<file path="src/rtl/core/gcsf_pkg.sv">
// ----------------------------------------------------------------------------
// gcsf_pkg: shared types and constants for the grid cell snap block
// Status codes, register indexes, controller states and the divider
// request/response bundles.
// ----------------------------------------------------------------------------
`timescale 1ns / 1ps

package gcsf_pkg;

    // result status codes
    localparam logic [2:0] STAT_OWN     = 3'd0;
    localparam logic [2:0] STAT_MOVED   = 3'd1;
    localparam logic [2:0] STAT_OUTSIDE = 3'd2;
    localparam logic [2:0] STAT_NONE    = 3'd3;
    localparam logic [2:0] STAT_WRITTEN = 3'd4;

    // configuration register indexes
    localparam logic [2:0] CFG_ORIGIN_X    = 3'd0;
    localparam logic [2:0] CFG_ORIGIN_Y    = 3'd1;
    localparam logic [2:0] CFG_CELL_SIZE   = 3'd2;
    localparam logic [2:0] CFG_GRID_WIDTH  = 3'd3;
    localparam logic [2:0] CFG_GRID_HEIGHT = 3'd4;

    // item command codes
    localparam logic CMD_WRITE = 1'b0;
    localparam logic CMD_QUERY = 1'b1;

    // divider widths: 33-bit magnitude over a 24-bit cell size
    localparam int DIV_W  = 33;
    localparam int DSR_W  = 24;
    localparam int DCNT_W = 6;

    // signed width of a ring candidate coordinate (index 0..63 plus ring up to 64)
    localparam int CW = 9;

    typedef struct packed {
        logic               start;
        logic [DIV_W-1:0]   dividend;
        logic [DSR_W-1:0]   divisor;
    } gcsf_div_req_t;

    typedef struct packed {
        logic               done;
        logic [DIV_W-1:0]   quotient;
    } gcsf_div_rsp_t;

    // controller states, one-hot
    typedef enum logic [7:0] {
        ST_CLEAR = 8'b0000_0001,
        ST_IDLE  = 8'b0000_0010,
        ST_DIVX  = 8'b0000_0100,
        ST_DIVY  = 8'b0000_1000,
        ST_OWN   = 8'b0001_0000,
        ST_CAND  = 8'b0010_0000,
        ST_CHECK = 8'b0100_0000,
        ST_DONE  = 8'b1000_0000
    } gcsf_state_t;

endpackage

</file>
<file path="src/rtl/core/gcsf_div.sv">
// ----------------------------------------------------------------------------
// gcsf_div: bit-serial unsigned divider
// Restoring division, one quotient bit per cycle for DIV_W quotient bits;
// done pulses for one cycle with the quotient valid.
// ----------------------------------------------------------------------------
`timescale 1ns / 1ps

module gcsf_div
    import gcsf_pkg::*;
(
    input  logic          clk,
    input  logic          rst_n,
    input  gcsf_div_req_t req,
    output gcsf_div_rsp_t rsp
);

    logic [DSR_W-1:0]  rem_reg;
    logic [DIV_W-1:0]  quo_reg;
    logic [DCNT_W-1:0] cnt_reg;
    logic              busy_reg;
    logic              done_reg;
    logic [DSR_W-1:0]  dsr_reg;

    logic [DSR_W:0]    shifted;
    logic              ge;
    logic [DSR_W:0]    sub;

    // one restoring step
    assign shifted = {rem_reg, quo_reg[DIV_W-1]};
    assign ge      = shifted >= {1'b0, dsr_reg};
    assign sub     = shifted - {1'b0, dsr_reg};

    // control
    always_ff @(posedge clk or negedge rst_n)
    begin
        if (!rst_n)
        begin
            busy_reg <= 1'b0;
            done_reg <= 1'b0;
            cnt_reg  <= '0;
        end
        else
        begin
            done_reg <= 1'b0;
            if (req.start)
            begin
                busy_reg <= 1'b1;
                cnt_reg  <= DCNT_W'(DIV_W);
            end
            else if (busy_reg)
            begin
                cnt_reg <= cnt_reg - DCNT_W'(1);
                if (cnt_reg == DCNT_W'(1))
                begin
                    busy_reg <= 1'b0;
                    done_reg <= 1'b1;
                end
            end
        end
    end

    // datapath
    always_ff @(posedge clk)
    begin
        if (req.start)
        begin
            rem_reg <= '0;
            quo_reg <= req.dividend;
            dsr_reg <= req.divisor;
        end
        else if (busy_reg)
        begin
            rem_reg <= ge ? sub[DSR_W-1:0] : shifted[DSR_W-1:0];
            quo_reg <= {quo_reg[DIV_W-2:0], ge};
        end
    end

    assign rsp.done     = done_reg;
    assign rsp.quotient = quo_reg;

endmodule

</file>
<file path="config.mk">
export PLATFORM = sky130hd
export DESIGN_NAME = gcsf_div
export DESIGN_NICKNAME = d
export VERILOG_FILES = /design/src/rtl/core/gcsf_pkg.sv /design/src/rtl/core/gcsf_div.sv
export SDC_FILE = /design/constraint.sdc
export NUM_CORES = 1
export LEC_CHECK = 0
export ABC_AREA = 1
export BUFFER_PORTS_ARGS = -buffer_cell sky130_fd_sc_hd__buf_4
export CORE_MARGIN = 2
export CORE_UTILIZATION = 35
export DETAILED_ROUTE_END_ITERATION = 16
export GPL_ROUTABILITY_DRIVEN = 0
export SLEW_MARGIN = 20
export SYNTH_ARGS = -nofsm -noshare
export SYNTH_HDL_FRONTEND = slang
export SYNTH_SLANG_ARGS = --single-unit
</file>
<file path="constraint.sdc">
create_clock -name clk -period 2.1 [get_ports clk]
set_clock_uncertainty 0.15 [all_clocks]
set_input_delay 0.21 -clock clk [delete_from_list [all_inputs] [get_ports clk]]
set_output_delay 0.21 -clock clk [all_outputs]
set_load 0.05 [all_outputs]
</file>
-- Yosys cells after proc, flatten, opt, wreduce, memory -nomap -nowiden
Cells that the tools add are included.
- bitwise logic cells: 0
- multipliers: 0
- equality and inequality tests: 1
- div/mod/pow operators: 0
- order comparisons: 1
- add/sub/neg operators: 2
- reductions and logical operators: 1
- shifts and indexed selects: 0
- multiplexer cells: 11
- operators with widths (operator ; number):
    $mux 33 ; 2
    $ge 25x24->1 ; 1
    $mux 24 ; 1
    $sub 24x24->24 ; 1
    $mux 6 ; 2
    $eq 6x1->1 const B ; 1
    $mux 1 ; 6
    $sub 6x1->6 const B ; 1
    $reduce_bool 2->1 ; 1
- memory bits (read-only): 0
- memories kept: 0
- latch bits: 0
- output and inout port bits: 34
- logic and storage cells: 22
- bits in registers: 89
- memory bits (writable): 0

-- Depth between registers and ports, before layout
Gate-level depths: netlist of run 1.
- depth after elaboration: 4
- mapped depth: 14
- mapped depth without buffers: 14

-- Worst setup path before layout of run 1
No wires, ideal clock.
- path kind: flip-flop to flip-flop
- from: reg quo_reg[32]
- to: reg rem_reg[8]
- stages on the path, launching flop included: 11
- arrival time: 2.070 ns
- clock period less this slack: 2.396 ns
- required time: 1.774 ns
- library setup time: 0.176 ns
- slack: -0.296 ns
- cells stage by stage: edfxtp_1 > inv_1 > ha_1 > fa_1 > inv_1 > a21oi_1 > o21bai_1 > xnor2_1 > nand2_1 > nand3_1 > o21ai_1
- word-level cells in the longest chain between the ends: 2
- elaborated cells between the ends (all ways): 3
- those cells by class: add/sub (1); order compare (1); mux (1)
- RTL lines (what ; RTL line ; text):
    from (decl) ; gcsf_div.sv:18 ; logic [DIV_W-1:0] quo_reg;
    from (signal assigned) ; gcsf_div.sv:68 ; quo_reg <= req.dividend;
    from (signal assigned) ; gcsf_div.sv:74 ; quo_reg <= {quo_reg[DIV_W-2:0], ge};
    $sub 24x24->24 or $ge 25x24->1 (tied branches) ; gcsf_div.sv:31, gcsf_div.sv:30 ;
    $mux 24 (*) ; gcsf_div.sv:73 ; rem_reg <= ge ? sub[DSR_W-1:0] : shifted[DSR_W-1:0];
    to (signal assigned) ; gcsf_div.sv:73 ;
    to (decl) ; gcsf_div.sv:17 ; logic [DSR_W-1:0] rem_reg;
Mark *: on every way between the ends. The rest lies on a longest branch, timed or not.
A chain may end at the register's enable or synchronous reset.

-- Worst setup path in the final report of run 1
- from: reg dsr_reg[21]
- to: reg rem_reg[22]
- word-level cells in the longest chain between the ends: 2
- elaborated cells between the ends (all ways): 3
- those cells by class: add/sub (1); order compare (1); mux (1)
- RTL lines (what ; RTL line ; text):
    from (decl) ; gcsf_div.sv:22 ; logic [DSR_W-1:0] dsr_reg;
    from (signal assigned) ; gcsf_div.sv:69 ; dsr_reg <= req.divisor;
    $sub 24x24->24 or $ge 25x24->1 (tied branches) ; gcsf_div.sv:31, gcsf_div.sv:30 ;
    $mux 24 (*) ; gcsf_div.sv:73 ;
Marks and branches as above.

==> results.yml, run 1 <==
timing:
  tightest_slew_ns: 0.436
  setup_slack_ns: -0.0193
  hold_viol_final: 0
  grt_setup_unrepaired: "yes"
  slew_headroom_pct: 70.9
  fmax_ghz: 0.472
  slew_violations: 0
  period_share_pct: 101
  min_period_ns: 2.12
  finalSetupViolCount: 2
drt:
  num_vias: 5568
  via_per_inst: 4.62
  firstDrtPassIters: 5
  wl_per_cell_um: 13.4
  drtAntennaViolNets: 0
  drc: 0
  routed_wl_mm: 16.1
  drtIter0Drc: 245
worst_setup_path:
  end_kind: "flop"
  worst-path-max-fanout: 7
  cp_slowest_cell: "edfxtp_1"
  cp_cell_sequence: "inv_1 > ha_1 > nand2_1 > nor3_2 > nand2_1 > nor2_1 > nand2_2 > nand3_4 > buf_6 > nand3_2 > nand3_1 > nand2_1"
  crit_arrival_ns: 2.22
  cp.required_ns: 2.20
  cp-start-kind: "flop"
  worst-r2r-setup-slack_ns: -0.02
  crit_type: "reg2reg"
  reg2reg_depth: 12
  critPathMaxStageDelay_ns: 0.33
  path_common_cell: "nand2_1"
die:
  coreArea_sq_mm: 0.0153
  die_area_sq_mm: 0.0169
  start_util_pct: 36.2
  die_x_um: 130
  io_pins: 94
  num_rows: 45
  fp.dieH_um: 130
logic_synthesis:
  synth.area.mux_share_pct: 0
  netlist_instances: 762
  synthAdderAreaFrac_pct: 6.23
  synth_top_area_share_pct: 30.9
  ys_ff_latch: 89
  synth_compound_area_share_pct: 3.61
  synth_area_sq_mm: 0.00554
  synth_area_leaders: "edfxtp_1 (31%), nand2_1 (20%), inv_1 (9.5%)"
  yosysUniqueCellTypes: 33
  syn_avg_cell_area_sq_um: 7.27
  synthesis.nets: 849
  synth_top_area_cell: "edfxtp_1"
  yosys.area_share.simple_pct: 33.7
  synth_top_family_by_area: "simple AND/OR/NAND/NOR gates"
  synthXorXnorAreaFrac_pct: 1.74
  seq_area_frac_synth_pct: 43.2
  synth-warning-count: 0
run_status:
  status: "finished with violations"
  violations: "setup timing"
finish:
  largest_reg_flops: 33
  layout.nets: 1075
  area_growth_pct: 52.9
  num_antenna_cells: 0
  final_cell_area_sq_mm: 0.00847
  drive_gt1_share_pct: 32.2
global_route:
  track_usage_pct: 20.3
  antenna_found_initial: 0
  grt-ovfl-total: 0
  grt_max_degree: 39
  grt_pass1_wl_mm: 26.9
  grt_pass1_vias: 5586
clock_network:
  path_clk_slew_ns: 0.07
  clockBufferDepth: 2
  htree_levels: 3
  clock_tree.root_cell: "clkbuf_16"
  insertion_delay_ns: 0.36
  cts.sink_count: 89
  cts_tree: "built"
  numCtsBuffers: 9
job:
  max_cap_viol_count: 0
place:
  pre_cts_ws_ns: -0.141
  portBuffers: 93
  dpl-instance-area_sq_mm: 0.00704
  dpl.hpwl_mm: 11.4
power_and_ir_drop:
  power_per_cell_area_mw_per_mm2: 1060
  ir_drop_mv: 0.623
  power_leakage_nw: 4.25
min_path:
  holdCritPathClass: "in2reg"
  whs_path_depth: 3
-- final cells by class --
| class | count | area (sq um) |
|---|---|---|
| Fill cell | 1432 | 6840 |
| Multi-Input combinational cell | 509 | 3030 |
| Sequential cell | 89 | 2390 |
| Timing Repair Buffer | 236 | 1960 |
| Inverter | 143 | 537 |
| Tap cell | 211 | 264 |
| Clock buffer | 9 | 225 |
| Clock inverter | 7 | 65.1 |
-- worst paths after layout --
kind	to	from
max in group asynchronous	busy_reg$_DFF_PN0_	rst_n
min in group asynchronous	cnt_reg[2]$_DFFE_PN0P_	rst_n
min reg2reg	rem_reg[22]$_SDFFE_PP0P_	rem_reg[22]$_SDFFE_PP0P_
min	quo_reg[10]$_DFFE_PP_	req[34]
max	rem_reg[22]$_SDFFE_PP0P_	dsr_reg[21]$_DFFE_PP_
max reg2reg	rem_reg[22]$_SDFFE_PP0P_	dsr_reg[21]$_DFFE_PP_
-- worst max-delay path: cells and delay by family (launching register included) --
kind,cells,cell delay [ns]
buffers and inverters,2,0.21
adders and majority gates,1,0.31
and+or+nand+nor,9,1.02
DFF,1,0.33
-- layer usage --
metal | GRT usage [%] | part of all wire (%)
met5 | 0 | 0
met4 | 5.19 | 1.5
met3 | 3.94 | 5.0
met2 | 34.4 | 48
met1 | 26.7 | 46
-- cells by family (layout without fill, tap and decap cells) --
family / after synthesis / in the layout
AO/OA/AOI/OAI: 36 / 36
XOR/XNOR: 11 / 11
flip-flops: 89 / 89
AND/OR/NAND/NOR: 435 / 435
buffers and inverters: 164 / 395
adder cells (fa/ha/maj): 27 / 27
-- placed cells by master, fill, tap and decap left out, types with 3 or more instances in the layout --
cell type      synthesis  layout
a21oi_1               16      14
buf_4                  1     173
buf_6                  2       6
clkbuf_16              0      10
clkinv_4               0       3
dfrtp_1                8       8
dfxtp_1               24      24
dlygate4sd3_1          0      55
edfxtp_1              57      57
ha_1                  26       6
ha_4                   0      20
inv_1                140     125
inv_2                  3      18
nand2_1              299     256
nand2_2                2      38
nand2_4                0       7
nand3_1               52      36
nand3_2                7      22
nand4_1               29      29
nor2_1                32      30
nor2_2                 3       4
nor3_1                 6       4
nor3_2                 1       3
o21ai_0                9       6
o21ai_1                6       7
xnor2_1                8       7
xor2_1                 3       3
-- cells in the mapped netlist (all sizes together) --
cell type	number
a21o	1
a21oi	17
buf	9
clkbuf	12
dfrtp	8
dfxtp	24
edfxtp	57
fa	1
ha	26
inv	143
nand2	301
nand3	60
nand3b	1
nand4	29
nor2	35
nor3	7
o21ai	15
o21bai	2
o22ai	1
or2	1
or3b	1
xnor2	8
xor2	3
-- through the flow --
step                utilization, %  TNS (ns)  power [mW]  instances  hold slack (ns)
finish                        55.3   -0.0206        8.95       1204           0.0132
global route                  55.3     -1.64        9.62       1204           0.0161
CTS                           52.7         0        8.34       1198          0.00100
detailed placement            45.9     -1.81        6.42       1126           -0.119
global placement              45.9     -1.07        6.40       1126           -0.116
floorplan                        -    -0.391        4.94        762           -0.236
-- what timing repair did --
item | CTS | global route
gates cloned | 0 | 1
pin swaps | 4 | 14
buffers inserted | 2 | 6
hold endpoints to repair | 62 | 0
setup endpoints to repair | 25 | 25
resized for setup | 27 | 91
hold buffers | 55 | 0
-- power breakdown --
part / total, mW / internal [mW] / switching, mW / leakage [nW]
sequential: 2.48 / 2.21 / 0.264 / 0.892
clock: 1.58 / 0.825 / 0.756 / 0.143
combinational: 4.89 / 2.20 / 2.69 / 3.22
total: 8.95 / 5.24 / 3.71 / 4.25
(Power assumes the default switching activity.)
==> inputs of run 2 (changes only) <==
--- a/config.mk
+++ b/config.mk
@@ -5,12 +5,13 @@
 export SDC_FILE = /design/constraint.sdc
 export NUM_CORES = 1
 export LEC_CHECK = 0
-export ABC_AREA = 1
+export ABC_AREA = 0
 export BUFFER_PORTS_ARGS = -buffer_cell sky130_fd_sc_hd__buf_4
 export CORE_MARGIN = 2
 export CORE_UTILIZATION = 35
 export DETAILED_ROUTE_END_ITERATION = 16
 export GPL_ROUTABILITY_DRIVEN = 0
+export REMOVE_ABC_BUFFERS = 1
 export SLEW_MARGIN = 20
 export SYNTH_ARGS = -nofsm -noshare
 export SYNTH_HDL_FRONTEND = slang
==> run 2 against run 1 <==
  * The run still ends with setup timing left
  * Final cell count decreased by 27%
  * Die area decreased by 12%
  * Worst setup slack got worse by 0.58 ns
  * Sequential share of layout area increased by 1.9 points
  * Flip-flop and latch count unchanged
  * Combinational power increased by 14%
  * Critical endpoint is now rem_reg[3]$_SDFFE_PP0P_
  * Largest power group unchanged
  * Highest routed layer unchanged
==> results.yml, run 2 <==
die:
  num_rows: 43
  start_util_pct: 35.5
  io_pins: 94
  fp.dieH_um: 122
  die_x_um: 122
  die_area_sq_mm: 0.0149
  coreArea_sq_mm: 0.0137
power_and_ir_drop:
  power.total_mw: 10.1
  power_per_cell_area_mw_per_mm2: 1270
  power_leakage_nw: 3.43
  ir_drop_mv: 0.646
worst_setup_path:
  cp_slowest_cell: "or3_4"
  crit_start: "dsr_reg[14]$_DFFE_PP_"
  cp.required_ns: 2.18
  crit_family: "simple AND/OR/NAND/NOR gates"
  crit_path_end: "rem_reg[3]$_SDFFE_PP0P_"
  cp_cell_sequence: "inv_2 > ha_4 > nand4_4 > or3_4 > nor4_4 > nor3b_2 > a211o_4 > buf_6 > and3_4 > a31oi_4 > a211oi_2"
  path_buf_inv: 2
  r2r_start: "dsr_reg[14]$_DFFE_PP_"
  worst-r2r-setup-slack_ns: -0.60
  crit_arrival_ns: 2.78
  reg2reg_depth: 11
  crit_type: "reg2reg"
  cp_num_cells: 11
  worst-path-max-fanout: 5
  end_kind: "flop"
  critPathMaxStageDelay_ns: 0.37
  r2r-end: "rem_reg[3]$_SDFFE_PP0P_"
  cp-start-kind: "flop"
clock_network:
  htree_levels: 3
  cts.sink_count: 89
  path_clk_slew_ns: 0.07
  cts_tree: "built"
  clockBufferDepth: 2
  insertion_delay_ns: 0.35
  numCtsBuffers: 9
  clock_tree.root_cell: "clkbuf_16"
global_route:
  grt_pass1_vias: 4580
  grt-ovfl-total: 0
  grt_pass1_wl_mm: 21.1
  grt_max_degree: 47
  track_usage_pct: 18.0
  antenna_found_initial: 0
finish:
  utilization_pct: 57.9
  stdcell_count: 880
  final_common_cell: "buf_4"
  num_antenna_cells: 0
  largest_reg_flops: 33
  mostFrequentLayoutCells: "buf_4 (204), edfxtp_1 (57), nor2_1 (38)"
  area_growth_pct: 63.1
  layout.nets: 782
  drive_gt1_share_pct: 49.1
  final_cell_area_sq_mm: 0.00795
logic_synthesis:
  syn_avg_cell_area_sq_um: 10.9
  synth_edf_count: 57
  ys_ff_latch: 89
  synth_area_leaders: "edfxtp_1 (35%), dfxtp_1 (9.9%), mux2_2 (7.6%)"
  async_flop_share_pct: 8.99
  netlist_instances: 446
  synth-warning-count: 0
  synth_area_sq_mm: 0.00487
  synth_top_area_cell: "edfxtp_1"
  synth_top_area_share_pct: 35.1
  yosysUniqueCellTypes: 55
  synth_commonest_cells: "edfxtp_1 (57), nor2_1 (39), inv_1 (36)"
  seq_area_frac_synth_pct: 49.1
  synth.most_common_cell: "edfxtp_1"
  ys.flop_type: "edfxtp_1"
place:
  dpl.hpwl_mm: 8.91
  placed_cells: 818
  dpl-instance-area_sq_mm: 0.00660
  portBuffers: 93
timing:
  slew_violations: 0
  fmax_ghz: 0.370
  holdWs_ns: 0.0134
  hold_viol_final: 0
  period_share_pct: 129
  finalSetupViolCount: 25
  slew_headroom_pct: 63.1
  min_period_ns: 2.70
  setup_slack_ns: -0.601
  tightest_slew_ns: 0.548
  grt_setup_unrepaired: "yes"
job:
  max_cap_viol_count: 0
min_path:
  holdCritPathClass: "in2reg"
drt:
  num_vias: 4377
  wl_per_cell_um: 15.0
  via_per_inst: 4.97
  drtAntennaViolNets: 0
  drtIter0Drc: 172
  firstDrtPassIters: 4
  routed_wl_mm: 13.2
  drc: 0
run_status:
  violations: "setup timing"
  status: "finished with violations"
==> run 2: changes by cell type in the layout (fill, tap and decap cells not counted), sizes merged, moves of 7 or more <==
| cell | previous run | this run |
|---|---|---|
| a211oi | 0 | 22 |
| inv | 145 | 38 |
| nand3 | 60 | 8 |
| mux2 | 0 | 33 |
| a21o | 1 | 8 |
| dlygate4sd3 | 55 | 37 |
| a21oi | 17 | 30 |
| mux2i | 0 | 11 |
| nand2 | 301 | 28 |
| o21a | 0 | 7 |
| nand4 | 29 | 4 |
| buf | 180 | 215 |
==> run 2: cells by family after synthesis <==
kind of cell | after synthesis | synth area share, %
AND/OR/NAND/NOR | 105 | 10.4
adder cells (fa/ha/maj) | 27 | 7.09
flip-flops | 89 | 49.1
AO/OA/AOI/OAI | 108 | 15.2
multiplexers | 44 | 9.89
buffers and inverters | 52 | 4.57
XOR/XNOR | 21 | 3.78
==> run 2: layer usage <==
metal	track usage [%]	routed length [um]	up-vias	share of wire, %
met5	0	0	-	0
met1	21.7	5880	2114	44
li1	-	-	2138	-
met2	30.3	6400	106	48
met4	6.32	247	0	1.9
met3	5.43	692	19	5.2
==> run 2: repair_timing <==
action	CTS	global route
endpoints found under the setup margin	25	25
setup buffers	5	3
hold buffers	37	0
pin swaps	40	26
endpoints found under the hold margin	44	0
cloned	0	1
resized for setup	57	46
==> run 2: power by group <==
group          internal, mW  switching, mW  leakage, nW
combinational          2.73           2.84         2.39
clock                  1.17          0.712        0.167
sequential             2.34          0.297        0.877
==> run 2: worst min path at each step <==
stage          startpoint                endpoint  cells past startpoint
3_5_place_dp        rst_n  cnt_reg[3]$_DFFE_PN0P_                      1
4_1_cts           req[33]    quo_reg[9]$_DFFE_PP_                      2
3_3_place_gp        rst_n  cnt_reg[3]$_DFFE_PN0P_                      1
2_1_floorplan       rst_n      busy_reg$_DFF_PN0_                      0
5_1_grt           req[53]   quo_reg[29]$_DFFE_PP_                      2
6_report          req[55]   quo_reg[31]$_DFFE_PP_                      2
==> run 2: final cells by class <==
cell class	count	area [sq um]
inverter	37	139
clock inverter	6	114
timing repair buffer	253	2080
multi-input combinational	305	2770
clock buffer	10	229
tap	180	225
fill	1168	5770
sequential	89	2390
==> run 2: worst register-to-register path: cells and delay by family (launching register included) <==
family                     cells  cell delay [ns]
DFF                            1             0.36
adders and majority gates      1             0.28
AOI/OAI and AO/OA              3             0.61
buffers and inverters          2             0.21
and+or+nand+nor                5             0.98
==> run 2: stage by stage <==
stage / setup TNS (ns) / setup slack, ns
2_1_floorplan: -37.11 / -0.944
3_3_place_gp: -17.78 / -0.767
5_1_grt: -15.58 / -0.680
3_5_place_dp: -18.74 / -0.798
6_report: -13.41 / -0.601
4_1_cts: -13.37 / -0.585
